## config.mk

```make
export PLATFORM = sky130hd
export DESIGN_NAME = hfd_out
export DESIGN_NICKNAME = d
export VERILOG_FILES = /design/src/hw/rtl/hfd_pkg.sv /design/src/hw/rtl/hfd_out.sv
export SDC_FILE = /design/constraint.sdc
export NUM_CORES = 1
export LEC_CHECK = 0
export BUFFER_PORTS_ARGS = -buffer_cell sky130_fd_sc_hd__clkbuf_2
export CAP_MARGIN = 25
export CORE_AREA = 2 2 39 41
export CTS_CLUSTER_DIAMETER = 120
export DETAILED_ROUTE_END_ITERATION = 6
export DIE_AREA = 0 0 41 43
export PLACE_DENSITY = 0.6
export SLEW_MARGIN = 20
export SYNTH_ARGS = -nofsm -noshare
export SYNTH_HDL_FRONTEND = slang
export SYNTH_SLANG_ARGS = --single-unit
```

## constraint.sdc

```tcl
create_clock -name i_clk -period 0.8 [get_ports i_clk]
set_input_delay 0.04 -clock i_clk [delete_from_list [all_inputs] [get_ports i_clk]]
set_output_delay 0.04 -clock i_clk [all_outputs]
set_load 0.005 [all_outputs]
```

## src/hw/rtl/hfd_pkg.sv

```systemverilog
`timescale 1ns / 1ps
// ----------------------------------------------------------------------------
// hfd_pkg: shared types and constants of the Huffman tree decoder
// Sequencer states, operation and error codes, and the result record that
// travels from the tree walker to the output stage.
// ----------------------------------------------------------------------------
package hfd_pkg;

    // fixed field widths of the item and result ports
    localparam int CODE_W     = 31;
    localparam int LEN_W      = 5;
    localparam int BYTE_W     = 8;
    localparam int BCNT_W     = 4;
    localparam int SYM_OUT_W  = 8;
    localparam int SYM_IN_W   = 8;

    // longest code that a load may carry
    localparam int MAX_CODE_LEN = 31;

    // operation codes
    localparam logic OP_LOAD   = 1'b0;
    localparam logic OP_DECODE = 1'b1;

    // error codes
    typedef logic [1:0] t_err;
    localparam t_err ERR_OK   = 2'd0;
    localparam t_err ERR_PATH = 2'd1;
    localparam t_err ERR_FULL = 2'd2;

    // walker sequencer
    typedef enum logic [2:0] {
        ST_IDLE,
        ST_LD_STEP,
        ST_LD_FETCH,
        ST_DC_STEP,
        ST_DC_NEXT,
        ST_ERR,
        ST_FLUSH
    } t_state;

    // one result handed to the output stage
    typedef struct packed {
        logic                 valid;
        logic [SYM_OUT_W-1:0] sym;
        t_err                 err;
        logic                 last;
    } t_result;

endpackage

```

## src/hw/rtl/hfd_out.sv

```systemverilog
`timescale 1ns / 1ps
// ----------------------------------------------------------------------------
// hfd_out: result output register
// Holds one result transaction until the downstream side takes it.
// ----------------------------------------------------------------------------
module hfd_out (
    input  logic                            i_clk,
    input  logic                            i_rst_n,
    input  hfd_pkg::t_result                i_push,
    output logic                            o_free,
    output logic                            o_valid,
    input  logic                            i_stall,
    output logic [hfd_pkg::SYM_OUT_W-1:0]   o_symbol_out,
    output hfd_pkg::t_err                   o_error_code,
    output logic                            o_last
);

    logic                          r_valid;
    logic [hfd_pkg::SYM_OUT_W-1:0] r_sym;
    hfd_pkg::t_err                 r_err;
    logic                          r_last;

    // free when empty or being taken this cycle
    assign o_free = !r_valid || !i_stall;

    // control
    always_ff @(posedge i_clk) begin
        if (!i_rst_n) begin
            r_valid <= 1'b0;
        end else if (i_push.valid) begin
            r_valid <= 1'b1;
        end else if (!i_stall) begin
            r_valid <= 1'b0;
        end
    end

    // payload
    always_ff @(posedge i_clk) begin
        if (i_push.valid) begin
            r_sym  <= i_push.sym;
            r_err  <= i_push.err;
            r_last <= i_push.last;
        end
    end

    assign o_valid      = r_valid;
    assign o_symbol_out = r_sym;
    assign o_error_code = r_err;
    assign o_last       = r_last;

endmodule

```

Yosys cells after proc, flatten, opt, wreduce, memory -nomap -nowiden
Index checks and enable logic that the tools add are counted.
{"block": "totals", "input_bits": 15, "output_inout_bits": 13, "elab_cells": 10, "reg_bits": 12}
{"block": "op_classes", "mux": 2, "eq_ne": 1, "n_reduce_logical": 3}
{"cell": "$logic_not 1->1", "n": 2}
{"cell": "$mux 1", "n": 2}
{"cell": "$ne 2x2->1 const B", "n": 1}
{"cell": "$logic_or 1x1->1", "n": 1}

Logic depth before layout (Yosys ltp)
{"block": "depth", "word_depth": 2, "mapped_depth": 2, "depth_no_buf": 2}

Worst setup path before layout
Ideal clock, no wire load.
{"block": "synth_path", "path_kind": "register to register", "startpoint": "reg, netlist name o_valid", "endpoint": "reg r_valid (netlist: o_valid)", "path_stages_with_launch": 3, "path_buffers": 0, "required_ns": 0.685, "period_less_slack_ns": 0.583, "setup_ns": 0.115, "t_arrival_ns": 0.468, "slack_ns": 0.217, "path_cell_list": "dfxtp_1 -> a21oi_1 -> nor2b_1"}
{"element": "end signal, assigned", "line_no": "hfd_out.sv:29", "text": "r_valid <= 1'b0;"}
{"element": "end signal, assigned", "line_no": "hfd_out.sv:31", "text": "r_valid <= 1'b1;"}
{"element": "end signal, assigned", "line_no": "hfd_out.sv:33", "text": "r_valid <= 1'b0;"}
{"element": "end, declared", "line_no": "hfd_out.sv:18", "text": "logic r_valid;"}

Worst setup path in the final report
{"block": "layout_path", "startpoint": "reg r_last (netlist: o_last)", "endpoint": "out o_last"}
{"element": "start, declared", "line_no": "hfd_out.sv:21", "text": "logic r_last;"}
{"element": "start signal, assigned", "line_no": "hfd_out.sv:42", "text": "r_last <= i_push.last;"}
{"element": "end, declared", "line_no": "hfd_out.sv:15", "text": "output logic o_last"}
No word-level cell between the ends.

==> flow_metrics.py <==
metrics = {
    "place": {
        "pre_cts_ws_ns": 0.1652,
        "io_buffers": 27,
        "postPlaceCellArea_um2": 520.5,
        "finalWeightedCongestion": 0.5899,
        "dp.cells": 58,
    },
    "route": {
        "firstDrtPassIters": 1,
        "drc": 0,
        "ant_nets": 0,
        "drt_iter0_markers": 0,
        "vias": 287,
        "drt-total-wl_um": 779,
        "wl_per_cell_um": 10.53,
        "viasPerCell": 3.878,
    },
    "synthesis": {
        "synth_largest_area_cell": "edfxtp_1",
        "synth_cell_types": 5,
        "avgSynthCellArea_um2": 24.36,
        "yosysMostFrequentCell": "edfxtp_1",
        "synth_edf_count": 11,
        "async_reset_ff_share_pct": 0,
        "yosysWarningCount": 0,
        "synthTopCellsByArea": "edfxtp_1 90%, dfxtp_1 5.5%, nor2b_1 1.7%, a21oi_1 1.4%, nand2_1 1.0%",
        "synth_flop_cell": "edfxtp_1",
        "syn_inst": 15,
        "synth_nets": 30,
        "synth_common_cells": "11 x edfxtp_1, 1 x a21oi_1, 1 x dfxtp_1, 1 x nand2_1, 1 x nor2b_1",
        "ys_ff_latch": 12,
        "synth_area_um2": 365.4,
        "synth.top_cell.area_share_pct": 90.41,
        "ys_seq_area_share_pct": 95.89,
    },
    "setup_path": {
        "required_ns": 0.76,
        "crit_path_end_kind": "output port",
        "crit_slowest_cell": "edfxtp_1",
        "ff2ff_setup_slack_ns": 0.20,
        "reg2reg_to": "o_valid$_SDFFE_PN0P_",
        "cp-start-kind": "flop",
        "crit_end": "o_last",
        "cp_top_family": "flip-flops",
        "reg2reg_from": "o_valid$_SDFFE_PN0P_",
        "crit_buf_inv": 1,
        "crit_path_start": "o_last$_DFFE_PP_",
        "cp_max_fo": 1,
        "r2r_cells": 2,
        "cp.arrival_ns": 0.76,
        "setup.worst_path.class": "flop to output port",
        "crit_cells": 1,
        "worst_path_largest_cell_delay_ns": 0.37,
        "path_cells": "clkbuf_2",
    },
    "global_routing": {
        "top_usage_layer": "met2",
        "gr-usage-met1_pct": 9.756,
        "grt_pass1_vias": 282,
        "overflow": 0,
        "antenna_found_initial": 0,
        "grt_pass1_wl_mm": 1.097,
        "gr-usage-met2_pct": 15.00,
        "grt_util_met3_pct": 6.283,
        "track_usage_pct": 10.60,
        "grt_max_degree": 13,
    },
    "timing": {
        "worst_slack_ns": 0.002782,
        "rsz0062_at_grt": "true",
        "fmax_mhz": 1254,
        "setup_viol": 0,
        "slew_viol_final": 0,
        "min_period_ns": 0.7972,
        "fin_skew_ns": 0,
        "worst_pin_slew_ns": 0.2689,
        "timing.final.crit_share_pct": 99.65,
        "slew_headroom_pct": 82.07,
        "hold_viol": 0,
    },
    "final_layout": {
        "area_delta_synth_final_pct": 85.62,
        "multi_input_area_um2": 15.01,
        "finalNonFillerCells": 74,
        "fin_nets": 74,
        "diodes": 0,
        "seq_area_um2": 351.6,
        "nFillCells": 126,
        "design_area_um2": 678.2,
        "drive_above_1_share_pct": 55.17,
    },
    "power_and_ir_drop": {
        "p_per_area_nw_per_um2": 1998,
        "peakVddDrop_mv": 0.7180,
        "p_leak_nw": 0.3046,
    },
    "min_path": {
        "hp-class": "input pin to flop",
        "min_path_cells": 3,
    },
    "floorplanning": {
        "ios": 28,
        "fp-row-count": 14,
        "design.core.area_um2": 1384,
        "dieArea_um2": 1763,
        "die_w_um": 41,
        "die_h_um": 43,
        "start_util_pct": 26.40,
    },
    "clocking": {
        "cts_tree": "yes",
        "root_buffer": "clkbuf_4",
        "clk_latency_ns": 0.26,
        "htreeDepth": 1,
        "clkSinkCount": 12,
        "cts_buffers": 3,
        "cts_buffer_depth": 2,
        "path_clk_slew_ns": 0.07,
        "cts_setup_buffers": 0,
    },
    "job": {
        "drv_cap": 0,
    },
    "run_status": {
        "status": "complete, no violations",
    },
}
-- metal layers --
metal,share of wire (%),routed length [um]
met1,40,309
met2,45,353
met3,15,116
met4,0,0
met5,0,0
-- layout by cell type, fill, tap and decap left out --
cell type,netlist,routed
clkbuf_2,0,27
a21oi_1,1,1
clkbuf_8,0,1
dlygate4sd3_1,0,12
clkbuf_4,0,3
nor2b_1,1,1
dfxtp_2,0,1
edfxtp_1,11,11
nand2_1,1,1
-- kinds of logic (layout without fill, tap and decap cells) --
| kind of cell | after synthesis | in the layout | share of synthesized area (%) |
|---|---|---|---|
| AO/OA/AOI/OAI | 1 | 1 | 1.369 |
| buffers and inverters | 0 | 43 | 0 |
| flip-flops | 12 | 12 | 95.89 |
| AND/OR/NAND/NOR | 2 | 2 | 2.740 |
-- how the worst min path moves through the flow --
stage | from | end | slack (ns)
after global routing | i_stall | o_valid$_SDFFE_PN0P_ | 0.07
after floorplan | i_stall | o_free | 0.13
after detailed placement | i_push[10] | o_symbol_out[7]$_DFFE_PP_ | 0.22
final | i_stall | o_valid$_SDFFE_PN0P_ | 0.04
after CTS | i_stall | o_valid$_SDFFE_PN0P_ | 0.03
after global placement | i_push[9] | o_symbol_out[6]$_DFFE_PP_ | 0.22
-- power by group --
part / internal (mW) / total, mW / switching (mW)
clock: 0.276 / 0.457 / 0.181
combinational: 0.0949 / 0.146 / 0.0514
sequential: 0.738 / 0.752 / 0.0136
total: 1.11 / 1.36 / 0.246
-- area by class of cell --
type,instances,share of cell area (%)
repair buffers,39,37.64
flip-flops and latches,12,51.85
well taps,16,2.952
multi-input cells,3,2.214
clock buffers,4,5.351
-- through the flow --
step	hold WS, ns	util, %	TNS (ns)	total power [mW]
finish	0.04277	49.01	0	1.355
global route	0.06984	49.01	-0.4980	1.450
global placement	0.2176	37.61	0	0.8677
detailed placement	0.2186	37.61	0	0.8683
CTS	0.03444	49.01	-0.06400	1.383
floorplan	0.1254	-	0	0.7771
-- sequential cells by signal, summed over array words and instances (netlist names) --
signal        flops
o_error_code      2
o_last            1
o_symbol_out      8
o_valid           1
-- repair_timing --
item                                   CTS  global route
gates resized for setup                  1             0
setup endpoints to repair                9            12
endpoints found under the hold margin   12             0
hold buffers                            12             0
Power figures use the tool's default switching activity.
