<file path="config.mk">
export PLATFORM = sky130hd
export DESIGN_NAME = hfd_walk
export DESIGN_NICKNAME = d
export VERILOG_FILES = /design/src/hw/rtl/hfd_pkg.sv /design/src/hw/rtl/hfd_walk.sv
export SDC_FILE = /design/constraint.sdc
export NUM_CORES = 1
export LEC_CHECK = 0
export BUFFER_PORTS_ARGS = -buffer_cell sky130_fd_sc_hd__clkbuf_2
export CAP_MARGIN = 10
export CORE_MARGIN = 1
export CORE_UTILIZATION = 60
export DETAILED_ROUTE_END_ITERATION = 6
export PLACE_DENSITY = 0.86
export SLEW_MARGIN = 10
export SYNTH_ARGS = -nofsm -noshare
export SYNTH_HDL_FRONTEND = slang
export SYNTH_SLANG_ARGS = --single-unit
</file>
<file path="constraint.sdc">
create_clock -name i_clk -period 7.5 [get_ports i_clk]
set_input_delay 1.125 -clock i_clk [delete_from_list [all_inputs] [get_ports i_clk]]
set_output_delay 1.125 -clock i_clk [all_outputs]
set_load 0.02 [all_outputs]
</file>
<file path="src/hw/rtl/hfd_pkg.sv">
`timescale 1ns / 1ps
// ----------------------------------------------------------------------------
// hfd_pkg: shared types and constants of the Huffman tree decoder
// Sequencer states, operation and error codes, and the result record that
// travels from the tree walker to the output stage.
// ----------------------------------------------------------------------------
package hfd_pkg;

    // fixed field widths of the item and result ports
    localparam int CODE_W     = 31;
    localparam int LEN_W      = 5;
    localparam int BYTE_W     = 8;
    localparam int BCNT_W     = 4;
    localparam int SYM_OUT_W  = 8;
    localparam int SYM_IN_W   = 8;

    // longest code that a load may carry
    localparam int MAX_CODE_LEN = 31;

    // operation codes
    localparam logic OP_LOAD   = 1'b0;
    localparam logic OP_DECODE = 1'b1;

    // error codes
    typedef logic [1:0] t_err;
    localparam t_err ERR_OK   = 2'd0;
    localparam t_err ERR_PATH = 2'd1;
    localparam t_err ERR_FULL = 2'd2;

    // walker sequencer
    typedef enum logic [2:0] {
        ST_IDLE,
        ST_LD_STEP,
        ST_LD_FETCH,
        ST_DC_STEP,
        ST_DC_NEXT,
        ST_ERR,
        ST_FLUSH
    } t_state;

    // one result handed to the output stage
    typedef struct packed {
        logic                 valid;
        logic [SYM_OUT_W-1:0] sym;
        t_err                 err;
        logic                 last;
    } t_result;

endpackage

</file>
<file path="src/hw/rtl/hfd_walk.sv">
`timescale 1ns / 1ps
// ----------------------------------------------------------------------------
// hfd_walk: tree walker and node allocator
// Steps through code bits and data bits one per step, reading the node table
// one dependent node at a time. The root node lives in flip-flops; all other
// nodes are in the node RAM and are written when allocated.
// ----------------------------------------------------------------------------
module hfd_walk #(
    parameter int NODE_COUNT   = 512,
    parameter int SYMBOL_WIDTH = 8
) (
    input  logic                                            i_clk,
    input  logic                                            i_rst_n,
    // item channel
    input  logic                                            i_valid,
    output logic                                            o_stall,
    input  logic                                            i_operation,
    input  logic [hfd_pkg::SYM_IN_W-1:0]                    i_symbol,
    input  logic [hfd_pkg::CODE_W-1:0]                      i_code_bits,
    input  logic [hfd_pkg::LEN_W-1:0]                       i_code_length,
    input  logic [hfd_pkg::BYTE_W-1:0]                      i_data_byte,
    input  logic [hfd_pkg::BCNT_W-1:0]                      i_bit_count,
    // result path
    output hfd_pkg::t_result                                o_res,
    input  logic                                            i_res_free,
    // node RAM
    output logic                                            o_wr_en,
    output logic [$clog2(NODE_COUNT)-1:0]                   o_wr_addr,
    output logic [2*$clog2(NODE_COUNT)+SYMBOL_WIDTH-1:0]    o_wr_data,
    output logic                                            o_rd_en,
    output logic [$clog2(NODE_COUNT)-1:0]                   o_rd_addr,
    input  logic [2*$clog2(NODE_COUNT)+SYMBOL_WIDTH-1:0]    i_rd_data
);

    localparam int IDX_W = $clog2(NODE_COUNT);
    localparam int CNT_W = $clog2(NODE_COUNT + 1);
    localparam int SW    = SYMBOL_WIDTH;
    localparam int LEN_W = hfd_pkg::LEN_W;
    localparam logic [LEN_W:0] LEN_LIMIT = (LEN_W + 1)'(hfd_pkg::MAX_CODE_LEN);
    localparam logic [hfd_pkg::BCNT_W-1:0] BYTE_BITS = hfd_pkg::BCNT_W'(hfd_pkg::BYTE_W);

    hfd_pkg::t_state r_state, n_state;

    logic [SW-1:0]              r_sym, n_sym;
    logic [hfd_pkg::CODE_W-1:0] r_code, n_code;
    logic [LEN_W-1:0]           r_rem, n_rem;
    logic [hfd_pkg::BYTE_W-1:0] r_byte, n_byte;
    logic [hfd_pkg::BCNT_W-1:0] r_cnt, n_cnt;
    logic [CNT_W-1:0]           r_used, n_used;
    logic [IDX_W-1:0]           r_walk, n_walk;
    logic [IDX_W-1:0]           r_cur_idx, n_cur_idx;
    logic [IDX_W-1:0]           r_cur_left, n_cur_left;
    logic [IDX_W-1:0]           r_cur_right, n_cur_right;
    logic [SW-1:0]              r_cur_sym, n_cur_sym;
    logic [IDX_W-1:0]           r_root_left, n_root_left;
    logic [IDX_W-1:0]           r_root_right, n_root_right;
    hfd_pkg::t_err              r_err, n_err;
    logic                       r_pend_valid, n_pend_valid;
    logic [SW-1:0]              r_pend_sym, n_pend_sym;

    logic [IDX_W-1:0]  e_left, e_right;
    logic              code_bit;
    logic [IDX_W-1:0]  ld_slot, dc_next, new_idx;
    logic [IDX_W-1:0]  q_left, q_right;
    logic [SW-1:0]     q_sym;
    logic              q_leaf;
    logic              len_bad;
    logic              table_full;
    logic              pend_block;
    logic [SW+hfd_pkg::SYM_IN_W-1:0]  sym_in_ext;
    logic [SW+hfd_pkg::SYM_OUT_W-1:0] pend_out_ext;
    logic [hfd_pkg::SYM_OUT_W-1:0]    pend_out;
    logic              wb_go;
    logic [IDX_W-1:0]  wb_left, wb_right;
    logic [SW-1:0]     wb_sym;

    // current node view: the root comes from flip-flops
    assign e_left  = (r_cur_idx == '0) ? r_root_left  : r_cur_left;
    assign e_right = (r_cur_idx == '0) ? r_root_right : r_cur_right;

    // next code bit, first bit at position length minus one
    assign code_bit = r_code[r_rem - LEN_W'(1)];
    assign ld_slot  = code_bit ? e_right : e_left;
    assign dc_next  = r_byte[hfd_pkg::BYTE_W-1] ? e_right : e_left;
    assign new_idx  = r_used[IDX_W-1:0];

    // node RAM entry fields
    assign q_left  = i_rd_data[2*IDX_W+SW-1 -: IDX_W];
    assign q_right = i_rd_data[SW +: IDX_W];
    assign q_sym   = i_rd_data[SW-1:0];
    assign q_leaf  = (q_left == '0) && (q_right == '0);

    assign len_bad    = (i_code_length == '0) || ({1'b0, i_code_length} > LEN_LIMIT);
    assign table_full = (r_used == CNT_W'(NODE_COUNT));
    assign pend_block = r_pend_valid && !i_res_free;

    // symbol width conversions
    assign sym_in_ext   = {{SW{1'b0}}, i_symbol};
    assign pend_out_ext = {{hfd_pkg::SYM_OUT_W{1'b0}}, r_pend_sym};
    assign pend_out     = pend_out_ext[hfd_pkg::SYM_OUT_W-1:0];

    assign o_stall = (r_state != hfd_pkg::ST_IDLE);

    // next state
    always_comb begin
        n_state = r_state;
        unique case (r_state)
            hfd_pkg::ST_IDLE: begin
                if (i_valid) begin
                    if (i_operation == hfd_pkg::OP_LOAD) begin
                        n_state = len_bad ? hfd_pkg::ST_IDLE : hfd_pkg::ST_LD_STEP;
                    end else begin
                        n_state = (r_walk == '0) ? hfd_pkg::ST_DC_STEP : hfd_pkg::ST_DC_NEXT;
                    end
                end
            end
            hfd_pkg::ST_LD_STEP: begin
                if (r_rem == '0) begin
                    n_state = hfd_pkg::ST_IDLE;
                end else if (ld_slot != '0) begin
                    n_state = hfd_pkg::ST_LD_FETCH;
                end else if (table_full) begin
                    n_state = hfd_pkg::ST_ERR;
                end
            end
            hfd_pkg::ST_LD_FETCH: begin
                n_state = hfd_pkg::ST_LD_STEP;
            end
            hfd_pkg::ST_DC_STEP: begin
                if (r_cnt == '0) begin
                    n_state = r_pend_valid ? hfd_pkg::ST_FLUSH : hfd_pkg::ST_IDLE;
                end else if (dc_next == '0) begin
                    n_state = hfd_pkg::ST_ERR;
                end else begin
                    n_state = hfd_pkg::ST_DC_NEXT;
                end
            end
            hfd_pkg::ST_DC_NEXT: begin
                if (!(q_leaf && pend_block)) begin
                    n_state = hfd_pkg::ST_DC_STEP;
                end
            end
            hfd_pkg::ST_ERR: begin
                if (i_res_free && !r_pend_valid) begin
                    n_state = hfd_pkg::ST_IDLE;
                end
            end
            hfd_pkg::ST_FLUSH: begin
                if (i_res_free) begin
                    n_state = hfd_pkg::ST_IDLE;
                end
            end
            default: n_state = hfd_pkg::ST_IDLE;
        endcase
    end

    // datapath and outputs per state
    always_comb begin
        n_sym        = r_sym;
        n_code       = r_code;
        n_rem        = r_rem;
        n_byte       = r_byte;
        n_cnt        = r_cnt;
        n_used       = r_used;
        n_walk       = r_walk;
        n_cur_idx    = r_cur_idx;
        n_cur_left   = r_cur_left;
        n_cur_right  = r_cur_right;
        n_cur_sym    = r_cur_sym;
        n_root_left  = r_root_left;
        n_root_right = r_root_right;
        n_err        = r_err;
        n_pend_valid = r_pend_valid;
        n_pend_sym   = r_pend_sym;
        o_rd_en      = 1'b0;
        o_rd_addr    = '0;
        o_res        = '0;
        wb_go        = 1'b0;
        wb_left      = e_left;
        wb_right     = e_right;
        wb_sym       = r_cur_sym;

        unique case (r_state)
            hfd_pkg::ST_IDLE: begin
                // capture the transaction
                if (i_valid) begin
                    n_sym  = sym_in_ext[SW-1:0];
                    n_code = i_code_bits;
                    n_rem  = i_code_length;
                    n_byte = i_data_byte;
                    n_cnt  = (i_bit_count > BYTE_BITS) ? BYTE_BITS : i_bit_count;
                    if (i_operation == hfd_pkg::OP_LOAD) begin
                        n_cur_idx = '0;
                    end else begin
                        n_cur_idx = r_walk;
                        o_rd_en   = (r_walk != '0);
                        o_rd_addr = r_walk;
                    end
                end
            end
            hfd_pkg::ST_LD_STEP: begin
                if (r_rem == '0) begin
                    // end of code: mark the final node
                    wb_go  = 1'b1;
                    wb_sym = r_sym;
                end else if (ld_slot != '0) begin
                    // existing child: store this node, fetch the child
                    wb_go     = 1'b1;
                    o_rd_en   = 1'b1;
                    o_rd_addr = ld_slot;
                    n_cur_idx = ld_slot;
                    n_rem     = r_rem - LEN_W'(1);
                end else if (table_full) begin
                    // abort, keep nodes made so far
                    wb_go = 1'b1;
                    n_err = hfd_pkg::ERR_FULL;
                end else begin
                    // allocate a cleared child and link it
                    wb_go       = 1'b1;
                    wb_left     = code_bit ? e_left : new_idx;
                    wb_right    = code_bit ? new_idx : e_right;
                    n_cur_idx   = new_idx;
                    n_cur_left  = '0;
                    n_cur_right = '0;
                    n_cur_sym   = '0;
                    n_used      = r_used + CNT_W'(1);
                    n_rem       = r_rem - LEN_W'(1);
                end
            end
            hfd_pkg::ST_LD_FETCH: begin
                n_cur_left  = q_left;
                n_cur_right = q_right;
                n_cur_sym   = q_sym;
            end
            hfd_pkg::ST_DC_STEP: begin
                if (r_cnt != '0) begin
                    if (dc_next == '0) begin
                        // missing child: drop the rest of the byte
                        n_err     = hfd_pkg::ERR_PATH;
                        n_walk    = '0;
                        n_cur_idx = '0;
                    end else begin
                        o_rd_en   = 1'b1;
                        o_rd_addr = dc_next;
                        n_cur_idx = dc_next;
                        n_byte    = r_byte << 1;
                        n_cnt     = r_cnt - hfd_pkg::BCNT_W'(1);
                    end
                end
            end
            hfd_pkg::ST_DC_NEXT: begin
                if (q_leaf) begin
                    // leaf: older symbol goes out, this one waits for its last flag
                    if (!pend_block) begin
                        if (r_pend_valid) begin
                            o_res = '{valid: 1'b1, sym: pend_out,
                                      err: hfd_pkg::ERR_OK, last: 1'b0};
                        end
                        n_pend_valid = 1'b1;
                        n_pend_sym   = q_sym;
                        n_walk       = '0;
                        n_cur_idx    = '0;
                    end
                end else begin
                    n_cur_left  = q_left;
                    n_cur_right = q_right;
                    n_cur_sym   = q_sym;
                    n_walk      = r_cur_idx;
                end
            end
            hfd_pkg::ST_ERR: begin
                if (i_res_free) begin
                    if (r_pend_valid) begin
                        o_res = '{valid: 1'b1, sym: pend_out,
                                  err: hfd_pkg::ERR_OK, last: 1'b0};
                        n_pend_valid = 1'b0;
                    end else begin
                        o_res = '{valid: 1'b1, sym: '0, err: r_err, last: 1'b1};
                    end
                end
            end
            hfd_pkg::ST_FLUSH: begin
                if (i_res_free) begin
                    o_res = '{valid: 1'b1, sym: pend_out,
                              err: hfd_pkg::ERR_OK, last: 1'b1};
                    n_pend_valid = 1'b0;
                end
            end
            default: begin
                n_cur_idx = '0;
            end
        endcase

        // write back the current node: root to flip-flops, others to RAM
        if (wb_go && (r_cur_idx == '0)) begin
            n_root_left  = wb_left;
            n_root_right = wb_right;
        end
    end

    assign o_wr_en   = wb_go && (r_cur_idx != '0);
    assign o_wr_addr = r_cur_idx;
    assign o_wr_data = {wb_left, wb_right, wb_sym};

    // control registers
    always_ff @(posedge i_clk) begin
        if (!i_rst_n) begin
            r_state      <= hfd_pkg::ST_IDLE;
            r_used       <= CNT_W'(1);
            r_walk       <= '0;
            r_root_left  <= '0;
            r_root_right <= '0;
            r_pend_valid <= 1'b0;
        end else begin
            r_state      <= n_state;
            r_used       <= n_used;
            r_walk       <= n_walk;
            r_root_left  <= n_root_left;
            r_root_right <= n_root_right;
            r_pend_valid <= n_pend_valid;
        end
    end

    // payload registers
    always_ff @(posedge i_clk) begin
        r_sym       <= n_sym;
        r_code      <= n_code;
        r_rem       <= n_rem;
        r_byte      <= n_byte;
        r_cnt       <= n_cnt;
        r_cur_idx   <= n_cur_idx;
        r_cur_left  <= n_cur_left;
        r_cur_right <= n_cur_right;
        r_cur_sym   <= n_cur_sym;
        r_err       <= n_err;
        r_pend_sym  <= n_pend_sym;
    end

endmodule

</file>
# Word-level counts from Yosys, hierarchy flattened

Index checks and enable logic that the tools add are counted.
Widths: inputs -> output; s select.

Logic and storage cells: 195
Output and inout bits: 59
Memory bits (read-only): 0
Register bits: 142
Memories: 0
Bits in latches: 0
Memory bits (writable): 0

Add/subtract/negate cells: 3
Order comparisons: 2
Mux-type cells: 102
Reductions and logical operators: 41
Equality and inequality tests: 25
Shift operators: 0
Bitwise operators: 5
Multiply operators: 0
Divide/modulo/power cells: 0

Operators with widths:

| operator              | count |
|---|---|
| $mux 9                | 35 |
| $pmux 9 s3            | 3 |
| $mux 8                | 9 |
| $mux 12               | 5 |
| $logic_not 9->1       | 5 |
| $pmux 9 s5            | 1 |
| $pmux 12 s3           | 1 |
| $mux 3                | 11 |
| $ne 2x2->1 const B    | 14 |
| $reduce_bool 9->1     | 3 |
| $pmux 8 s3            | 1 |
| $pmux 3 s7            | 1 |
| $mux 5                | 4 |
| $reduce_and 4->1      | 5 |
| $pmux 9 s2            | 1 |
| $mux 4                | 4 |
| $pmux 8 s2            | 1 |
| $mux 1                | 13 |
| $mux 11               | 1 |
| $add 10x1->10 const B | 1 |
| $eq 10x10->1 const B  | 1 |
| $logic_not 5->1       | 2 |
| $mux 2                | 5 |
| $pmux 5 s2            | 1 |
| other kinds (30)      | 50 |

# Depth between registers and ports, before layout

Gate-level depths: netlist of run 1.

Depth after elaboration: 8
Depth in mapped cells: 13
Mapped depth without buffers: 9

# Least setup slack after synthesis of run 1

Ideal clock, no wire load.

Kind: input -> output
From: input port i_rd_data[20]
To: output port o_res[10] (netlist name)
Arrival time: 3.018 ns
Buffers on the path: 0
Slack: 3.357 ns
Stages: 6
Cell sequence: or4_1 -> or4_1 -> nand2b_1 -> a21oi_1 -> nor3b_1 -> and2_1

RTL lines:

| item        | line           | source |
|---|---|---|
| from (decl) | hfd_walk.sv:32 | `input logic [2*$clog2(NODE_COUNT)+SYMBOL_WIDTH-1:0] i_rd_data` |
| to (decl)   | hfd_walk.sv:24 | `output hfd_pkg::t_result o_res,` |

# Worst setup path after layout of run 1

From: register r_rem[0]
To: output port o_rd_addr[2]

Word-level cells in the longest chain between the ends: 8
Elaborated cells between the ends (all ways): 9
Those cells by class: add/sub (1); mux (6); reduce/logical (2)

RTL lines:

| item                         | line            | source |
|---|---|---|
| from (decl)                  | hfd_walk.sv:46  | `logic [LEN_W-1:0] r_rem, n_rem;` |
| from (signal assigned)       | hfd_walk.sv:328 | `r_rem <= n_rem;` |
| $sub 5x1->5                  | hfd_walk.sv:82  | `assign code_bit = r_code[r_rem - LEN_W'(1)];` |
| $bmux 1 s5                   | hfd_walk.sv:82  |  |
| $mux 1 (not written as such) | hfd_walk.sv:82  |  |
| $mux 9                       | hfd_walk.sv:83  | `assign ld_slot = code_bit ? e_right : e_left;` |
| $reduce_bool 9->1            | hfd_walk.sv:206 | `end else if (ld_slot != '0) begin` |
| $mux 9                       | hfd_walk.sv:206 |  |
| $mux 9 (*)                   | hfd_walk.sv:202 | `if (r_rem == '0) begin` |
| $pmux 9 s3 (*)               | hfd_walk.sv:183 | `unique case (r_state)` |
| to (decl)                    | hfd_walk.sv:31  | `output logic [$clog2(NODE_COUNT)-1:0] o_rd_addr,` |

Mark *: on every way between the ends. The rest lies on a longest branch, timed or not. The select of a mux whose other input is x is not followed.

==> impl_metrics.csv, run 1 <==
group,metric,value,unit
global_routing,grt_max_degree,41,
timing,rsz0062_at_grt,"no",
power,powerDensity,414.9,mW/mm^2
global_routing,grt_use_total,0.3104,
timing,finalSetupTns,0,ns
timing,slew_headroom,0.2495,
worst_hold_path,min_path_type,"flop to flop",
worst_hold_path,min_path_cells,2,
power,switching_share,0.3908,
synth,syn_inst,650,
detailed_routing,drt_iter0_drc,786,
clock_tree,htree_levels,4,
global_routing,antenna_found_initial,0,
synth,synth_edf_count,101,
detailed_routing,drc,25,
placed_design,dp.cells,904,
timing,hold_viol_final,0,
synth,synth_ff_type,"edfxtp_1",
power,p_int,2.165,mW
detailed_routing,route.met3.wl,1728,microns
setup_path,cp-start-kind,"flop",
synth,ys_warn_count,0,
clock_tree,cts_resized,0,
floorplanning,dieHeight,111.4,microns
status,violations,"DRC",
synth,synth_cell_types,54,
power,combPwrFrac,0.403,
run,cap_violations,0,
setup_path,required,6.38,ns
cells_and_area,area_growth,19.31,%
setup_path,critical_path_class,"flop to output pin",
synth,synthArstFlopShare,0,
synth,syn_avg_cell_area,11.05,sq um
power,ir_worst_vdd,0.0002493,V
placed_design,io_buffer_count,145,
floorplanning,rows,39,
setup_path,reg2reg_depth,10,
detailed_routing,drt-total-wl,18740,microns
worst_hold_path,min_from,"r_root_right[4]",
detailed_routing,dr_total_vias,5920,
status,status,"finished with violations",
setup_path,arrival,4.25,ns
synth,synth_fp_nets,741,
cells_and_area,nets,871,
clock_tree,hold_buffers,0,
detailed_routing,wl_per_cell,20.02,microns
power,power_switching,1.389,mW
placed_design,gp_congestion,0.9214,
detailed_routing,routed_via_density,6.325,
floorplanning,core,0.01152,sq mm
synth,ys_seq_area_frac,0.5368,
floorplanning,die_x,111.4,microns
cells_and_area,final_cells,936,
cells_and_area,layout_commonest_cell,"clkbuf_2",
floorplanning,pin_count,146,
setup_path,endpoint_kind,"output pin",
clock_tree,clkSinkCount,142,
timing,setup-violations-final,0,
floorplanning,dieArea,0.01241,sq mm
placed_design,dp_hpwl,13320,microns
detailed_routing,top_layer_used,"met4",
timing,min_period,5.372,ns
detailed_routing,drtPass1Iterations,7,
global_routing,grt_first_pass_wirelength,29330,microns
detailed_routing,ant_nets,0,
detailed_routing,route.met2.wl,9006,microns
setup_path,r2r-start,"r_rem[0]",
setup_path,crit_chain,"inv_1 > ha_1 > mux2i_1 > mux4_2 > nor3_1 > nor4_4 > buf_4 > mux2_2 > nand2_1 > o21ai_0 > clkbuf_2",
setup_path,reg2reg_to,"r_err[0]",
synth,netlist_area,0.007179,sq mm
detailed_routing,m1WireLength,7170,microns
clock_tree,clkTransAtPathRegs,0.06,ns
floorplanning,start_util,0.6234,
setup_path,crit_slowest_cell,"edfxtp_1",
worst_hold_path,worstHoldEndpoint,"r_root_right[4]",
global_routing,first_global_vias,5828,
timing,fin_worst_skew,0.01025,ns
clock_tree,cts_setup_buffers,0,
timing,fin_crit_sh,0.7163,
clock_tree,root_buffer,"clkbuf_16",
setup_path,cp_slowest_stage_delay,0.65,ns
cells_and_area,most-common-layout-cells,"145 x clkbuf_2, 101 x edfxtp_1, 66 x nand2_1",
timing,drv_slew,0,
synth,ys_ff_latch,142,
power,leakage,3.494,nW
timing,worst_pin_slew,1.094,ns
cells_and_area,n_antenna_cell,0,
clock_tree,insertion_delay,0.43,ns
clock_tree,cts_buffers,17,
setup_path,r2r_slack,3.21,ns
timing,clock.fmax,186.1,MHz
clock_tree,cts_buffer_depth,2,
cells_and_area,drive_gt1_frac,0.3014,
global_routing,grt-ovfl-total,0,
power,p_clk_frac,0.247,
clock_tree,cts_tree,"yes",
power,seqPwrFrac,0.350,
setup_path,critPathMaxFanout,17,
flip-flops by register name (all words and copies together), names as in the netlist, 2 cells and up:
register	cells
r_code	31
r_used	10
o_wr_addr	9
r_cur_left	9
r_cur_right	9
r_root_left	9
r_root_right	9
r_walk	9
pend_out	8
r_byte	8
r_cur_sym	8
r_sym	8
r_rem	5
r_cnt	4
r_state	3
r_err	2
final cells by class:
type | count | area, sq um
Inverter | 19 | 71.32
Timing Repair Buffer | 149 | 755.7
Multi-Input combinational cell | 451 | 3085
Clock inverter | 15 | 195.2
Fill cell | 797 | 2950
Sequential cell | 142 | 3854
Clock buffer | 17 | 425.4
Tap cell | 143 | 178.9
critical path, delay by kind of cell (launching register included):
family	cells	cell delay (ns)
AOI/OAI and AO/OA	1	0.33
adders and majority gates	1	0.64
buffers and inverters	3	0.59
DFF	1	0.65
muxes	3	1.07
and+or+nand+nor	3	0.52
power groups by stage:
stage                     sequential, mW  clock, mW  combinational, mW
final                               1.24      0.876               1.43
after global routing                1.26      0.916               1.52
after CTS                           1.24      0.883               1.41
after detailed placement            1.25          0               1.40
after global placement              1.24          0               1.38
after floorplan                     1.22          0               1.04
metal layers:
layer	track usage	vias to the layer above
met5	0	-
li1	-	2705
met3	0.08873	66
met4	0.1730	0
met1	0.3717	2799
met2	0.5071	350
cells in the mapped netlist, types with 2 or more instances:
library cell | n | share of area
edfxtp_1 | 101 | 0.42
nand2_1 | 66 | 0.035
and2_1 | 41 | 0.036
dfxtp_1 | 41 | 0.11
nor2_1 | 40 | 0.021
mux2_2 | 38 | 0.060
a21oi_1 | 29 | 0.020
clkbuf_1 | 29 | 0.015
o21ai_0 | 28 | 0.020
mux2i_1 | 21 | 0.029
nor3_1 | 21 | 0.015
inv_1 | 18 | 0.0094
a21o_1 | 16 | 0.017
a22oi_1 | 16 | 0.017
a31oi_1 | 15 | 0.013
nor4_1 | 14 | 0.012
a32o_1 | 9 | 0.013
or4_1 | 9 | 0.0094
mux4_2 | 8 | 0.025
nand2b_1 | 8 | 0.0070
or3_1 | 8 | 0.0070
nand3_1 | 6 | 0.0042
xnor2_1 | 6 | 0.0073
a222oi_1 | 4 | 0.0056
ha_1 | 4 | 0.0070
nand4_1 | 4 | 0.0035
nor2b_1 | 4 | 0.0035
buf_2 | 3 | 0.0021
buf_6 | 3 | 0.0047
nand3b_1 | 3 | 0.0031
nor3b_1 | 3 | 0.0031
o211ai_1 | 3 | 0.0031
o31ai_1 | 3 | 0.0031
or2_2 | 3 | 0.0026
and3_1 | 2 | 0.0017
buf_1 | 2 | 0.0010
o2111ai_1 | 2 | 0.0024
or3b_2 | 2 | 0.0024
xor2_1 | 2 | 0.0024
how the worst max path moves through the flow:
| stage | startpoint | end | slack, ns | cells after the start |
|---|---|---|---|---|
| 2_1_floorplan | i_rd_data[20] | o_res[10] | 3.36 | 6 |
| 4_1_cts | r_rem[0] | o_rd_addr[2] | 2.14 | 11 |
| 5_1_grt | r_rem[0] | o_rd_addr[2] | 1.88 | 11 |
| 3_3_place_gp | r_rem[0] | o_rd_addr[2] | 2.71 | 11 |
| 6_report | r_rem[0] | o_rd_addr[2] | 2.13 | 11 |
| 3_5_place_dp | r_rem[0] | o_rd_addr[2] | 2.65 | 11 |
kinds of logic after synthesis:
kind of cell / share of synthesized area
multiplexers: 0.1140
adder cells (fa/ha/maj): 0.006971
buffers and inverters: 0.03398
flip-flops: 0.5368
AND/OR/NAND/NOR: 0.1746
XOR/XNOR: 0.009760
AO/OA/AOI/OAI: 0.1239
metrics by stage:
step           utilization  power [mW]  hold slack (ns)  area, sq um  setup WS, ns
6_report            0.7438       3.553           0.4994         8566         2.128
4_1_cts             0.7438       3.539           0.4969         8566         2.137
3_3_place_gp        0.6899       2.625           0.4634         7945         2.709
3_5_place_dp        0.6899       2.654           0.4786         7945         2.651
2_1_floorplan            -       2.254           0.4460         7179         3.357
5_1_grt             0.7438       3.704           0.5179         8566         1.883
(Power assumes the default switching activity.)
==> run 2: changes to the inputs <==
--- a/config.mk
+++ b/config.mk
@@ -8,9 +8,9 @@
 export BUFFER_PORTS_ARGS = -buffer_cell sky130_fd_sc_hd__clkbuf_2
 export CAP_MARGIN = 10
 export CORE_MARGIN = 1
-export CORE_UTILIZATION = 60
+export CORE_UTILIZATION = 50
 export DETAILED_ROUTE_END_ITERATION = 6
-export PLACE_DENSITY = 0.86
+export PLACE_DENSITY = 0.77
 export SLEW_MARGIN = 10
 export SYNTH_ARGS = -nofsm -noshare
 export SYNTH_HDL_FRONTEND = slang
==> constraint.sdc (replaced) <==
create_clock -name i_clk -period 4.68 [get_ports i_clk]
set_input_delay 0.702 -clock i_clk [delete_from_list [all_inputs] [get_ports i_clk]]
set_output_delay 0.702 -clock i_clk [all_outputs]
set_load 0.02 [all_outputs]
==> impl_metrics.csv, run 2 (synthesis results as in run 1) <==
group,metric,value,unit
detailed_routing,ant_nets,0,
cells_and_area,top_register,"r_code",
clock_tree,root_buffer,"clkbuf_16",
clock_tree,cts_buffers,17,
worst_hold_path,min_path_type,"input pin to flop",
timing,fin_worst_skew,0.006130,ns
power,ir_worst_vdd,0.0003187,V
global_routing,grt-ovfl-total,0,
power,combPwrFrac,0.420,
detailed_routing,routed_via_density,6.011,
timing,setup-violations-final,0,
timing,finalSetupTns,0,ns
floorplanning,pin_count,146,
clock_tree,htree_levels,4,
detailed_routing,dr_total_vias,5903,
placed_design,place_ws,0.6112,ns
clock_tree,insertion_delay,0.42,ns
detailed_routing,drt_iter0_drc,645,
status,violations,"DRC",
setup_path,critical_path_class,"flop to output pin",
power,p_int,3.554,mW
power,switching_share,0.3779,
placed_design,gp_congestion,0.9474,
floorplanning,dieHeight,121.8,microns
detailed_routing,drtPass1Iterations,7,
global_routing,grt_first_pass_wirelength,30090,microns
clock_tree,hold_buffers,0,
timing,rsz0062_at_grt,"no",
timing,hold_viol_final,0,
floorplanning,die_x,121.8,microns
run,cap_violations,0,
power,powerDensity,661.0,mW/mm^2
detailed_routing,drc,2,
floorplanning,core,0.01393,sq mm
setup_path,crit_slowest_cell,"ha_1",
timing,fin_crit_sh,0.9250,
cells_and_area,area_growth,20.39,%
setup_path,cp-start-kind,"flop",
cells_and_area,most-common-layout-cells,"145 x clkbuf_2, 101 x edfxtp_1, 66 x nand2_1",
cells_and_area,n_antenna_cell,0,
clock_tree,clkSinkCount,142,
power,leakage,3.508,nW
cells_and_area,largest_reg_flops,31,
cells_and_area,drive_gt1_frac,0.3030,
setup_path,cp_slowest_stage_delay,0.61,ns
setup_path,endpoint_kind,"output pin",
placed_design,dp_hpwl,14020,microns
global_routing,grt_max_degree,41,
cells_and_area,largestRegisters,"r_code x31, r_used x10",
global_routing,grt_use_total,0.2702,
clock_tree,cts_buffer_depth,2,
setup_path,arrival,3.63,ns
timing,slew_headroom,0.3393,
timing,clock.fmax,231.0,MHz
setup_path,crit_chain,"inv_1 > ha_1 > mux2i_1 > mux4_2 > nor3_1 > nor4_4 > buf_4 > nor2_1 > a21o_1 > clkbuf_2",
clock_tree,cts_tree,"yes",
status,status,"finished with violations",
detailed_routing,wl_per_cell,19.76,microns
setup_path,critPathMaxFanout,12,
cells_and_area,layout_commonest_cell,"clkbuf_2",
power,power_switching,2.159,mW
cells_and_area,nets,880,
timing,worst_pin_slew,0.9874,ns
global_routing,first_global_vias,5791,
floorplanning,start_util,0.5152,
timing,layout_setup_ws,0.3512,ns
placed_design,io_buffer_count,145,
timing,min_period,4.329,ns
clock_tree,clkTransAtPathRegs,0.06,ns
power,seqPwrFrac,0.346,
floorplanning,dieArea,0.01484,sq mm
floorplanning,rows,43,
setup_path,required,3.98,ns
global_routing,antenna_found_initial,0,
power,p_clk_frac,0.235,
detailed_routing,drt-total-wl,19410,microns
timing,drv_slew,0,
==> run 2: power by group through the flow <==
| stage | combinational, mW | sequential, mW | clock [mW] |
|---|---|---|---|
| 6_report | 2.40 | 1.98 | 1.34 |
| 5_1_grt | 2.56 | 2.01 | 1.41 |
| 4_1_cts | 2.31 | 1.97 | 1.36 |
| 3_5_place_dp | 2.28 | 2.00 | 0 |
| 3_3_place_gp | 2.25 | 1.99 | 0 |
| 2_1_floorplan | 1.66 | 1.95 | 0 |
==> run 2: critical path, delay by kind of cell, from the launching register on <==
kind | cells | cell delay, ns
buffers and inverters | 3 | 0.41
muxes | 2 | 0.65
adders and majority gates | 1 | 0.61
and+or+nand+nor | 3 | 0.93
DFF | 1 | 0.35
AOI/OAI and AO/OA | 1 | 0.24
==> run 2: final timing paths <==
| path | startpoint | end | slack, ns | cells past startpoint |
|---|---|---|---|---|
| max | r_rem[0] | o_wr_data[15] | 0.35 | 10 |
| min reg2reg | r_root_right[2] | r_root_right[2] | 0.49 | 2 |
| min | i_symbol[7] | r_sym[7] | 0.45 | 1 |
| max reg2reg | r_rem[0] | r_err[1] | 0.80 | 10 |
==> run 2: routing by layer <==
layer / track usage / vias to the layer above / routed length (microns)
met5: 0 / - / 0
met4: 0.1381 / 0 / 635
met3: 0.06461 / 51 / 1784
met2: 0.4290 / 334 / 9256
met1: 0.3431 / 2803 / 7733
li1: - / 2715 / -
==> run 2: area by class of cell <==
cell class | instances | area, sq um
Sequential cell | 142 | 3854
Inverter | 19 | 71.32
Clock inverter | 11 | 142.6
Fill cell | 1142 | 5291
Timing Repair Buffer | 158 | 823.3
Clock buffer | 21 | 440.4
Tap cell | 180 | 225.2
Multi-Input combinational cell | 451 | 3087
==> run 2: stage by stage <==
stage	util	hold WS [ns]	power (mW)	instances	instance area (sq um)
final	0.6203	0.4499	5.714	982	8643
after global routing	0.6203	0.4401	5.977	982	8643
after CTS	0.6186	0.4404	5.638	979	8620
after detailed placement	0.5767	0.4762	4.281	947	8036
after global placement	0.5767	0.4604	4.242	947	8036
after floorplan	-	0.4460	3.611	650	7179
==> run 2: what timing repair did <==
item | in CTS | in global routing
buffers inserted | 0 | 3
gates resized for setup | 0 | 1
endpoints found under the setup margin | 0 | 11
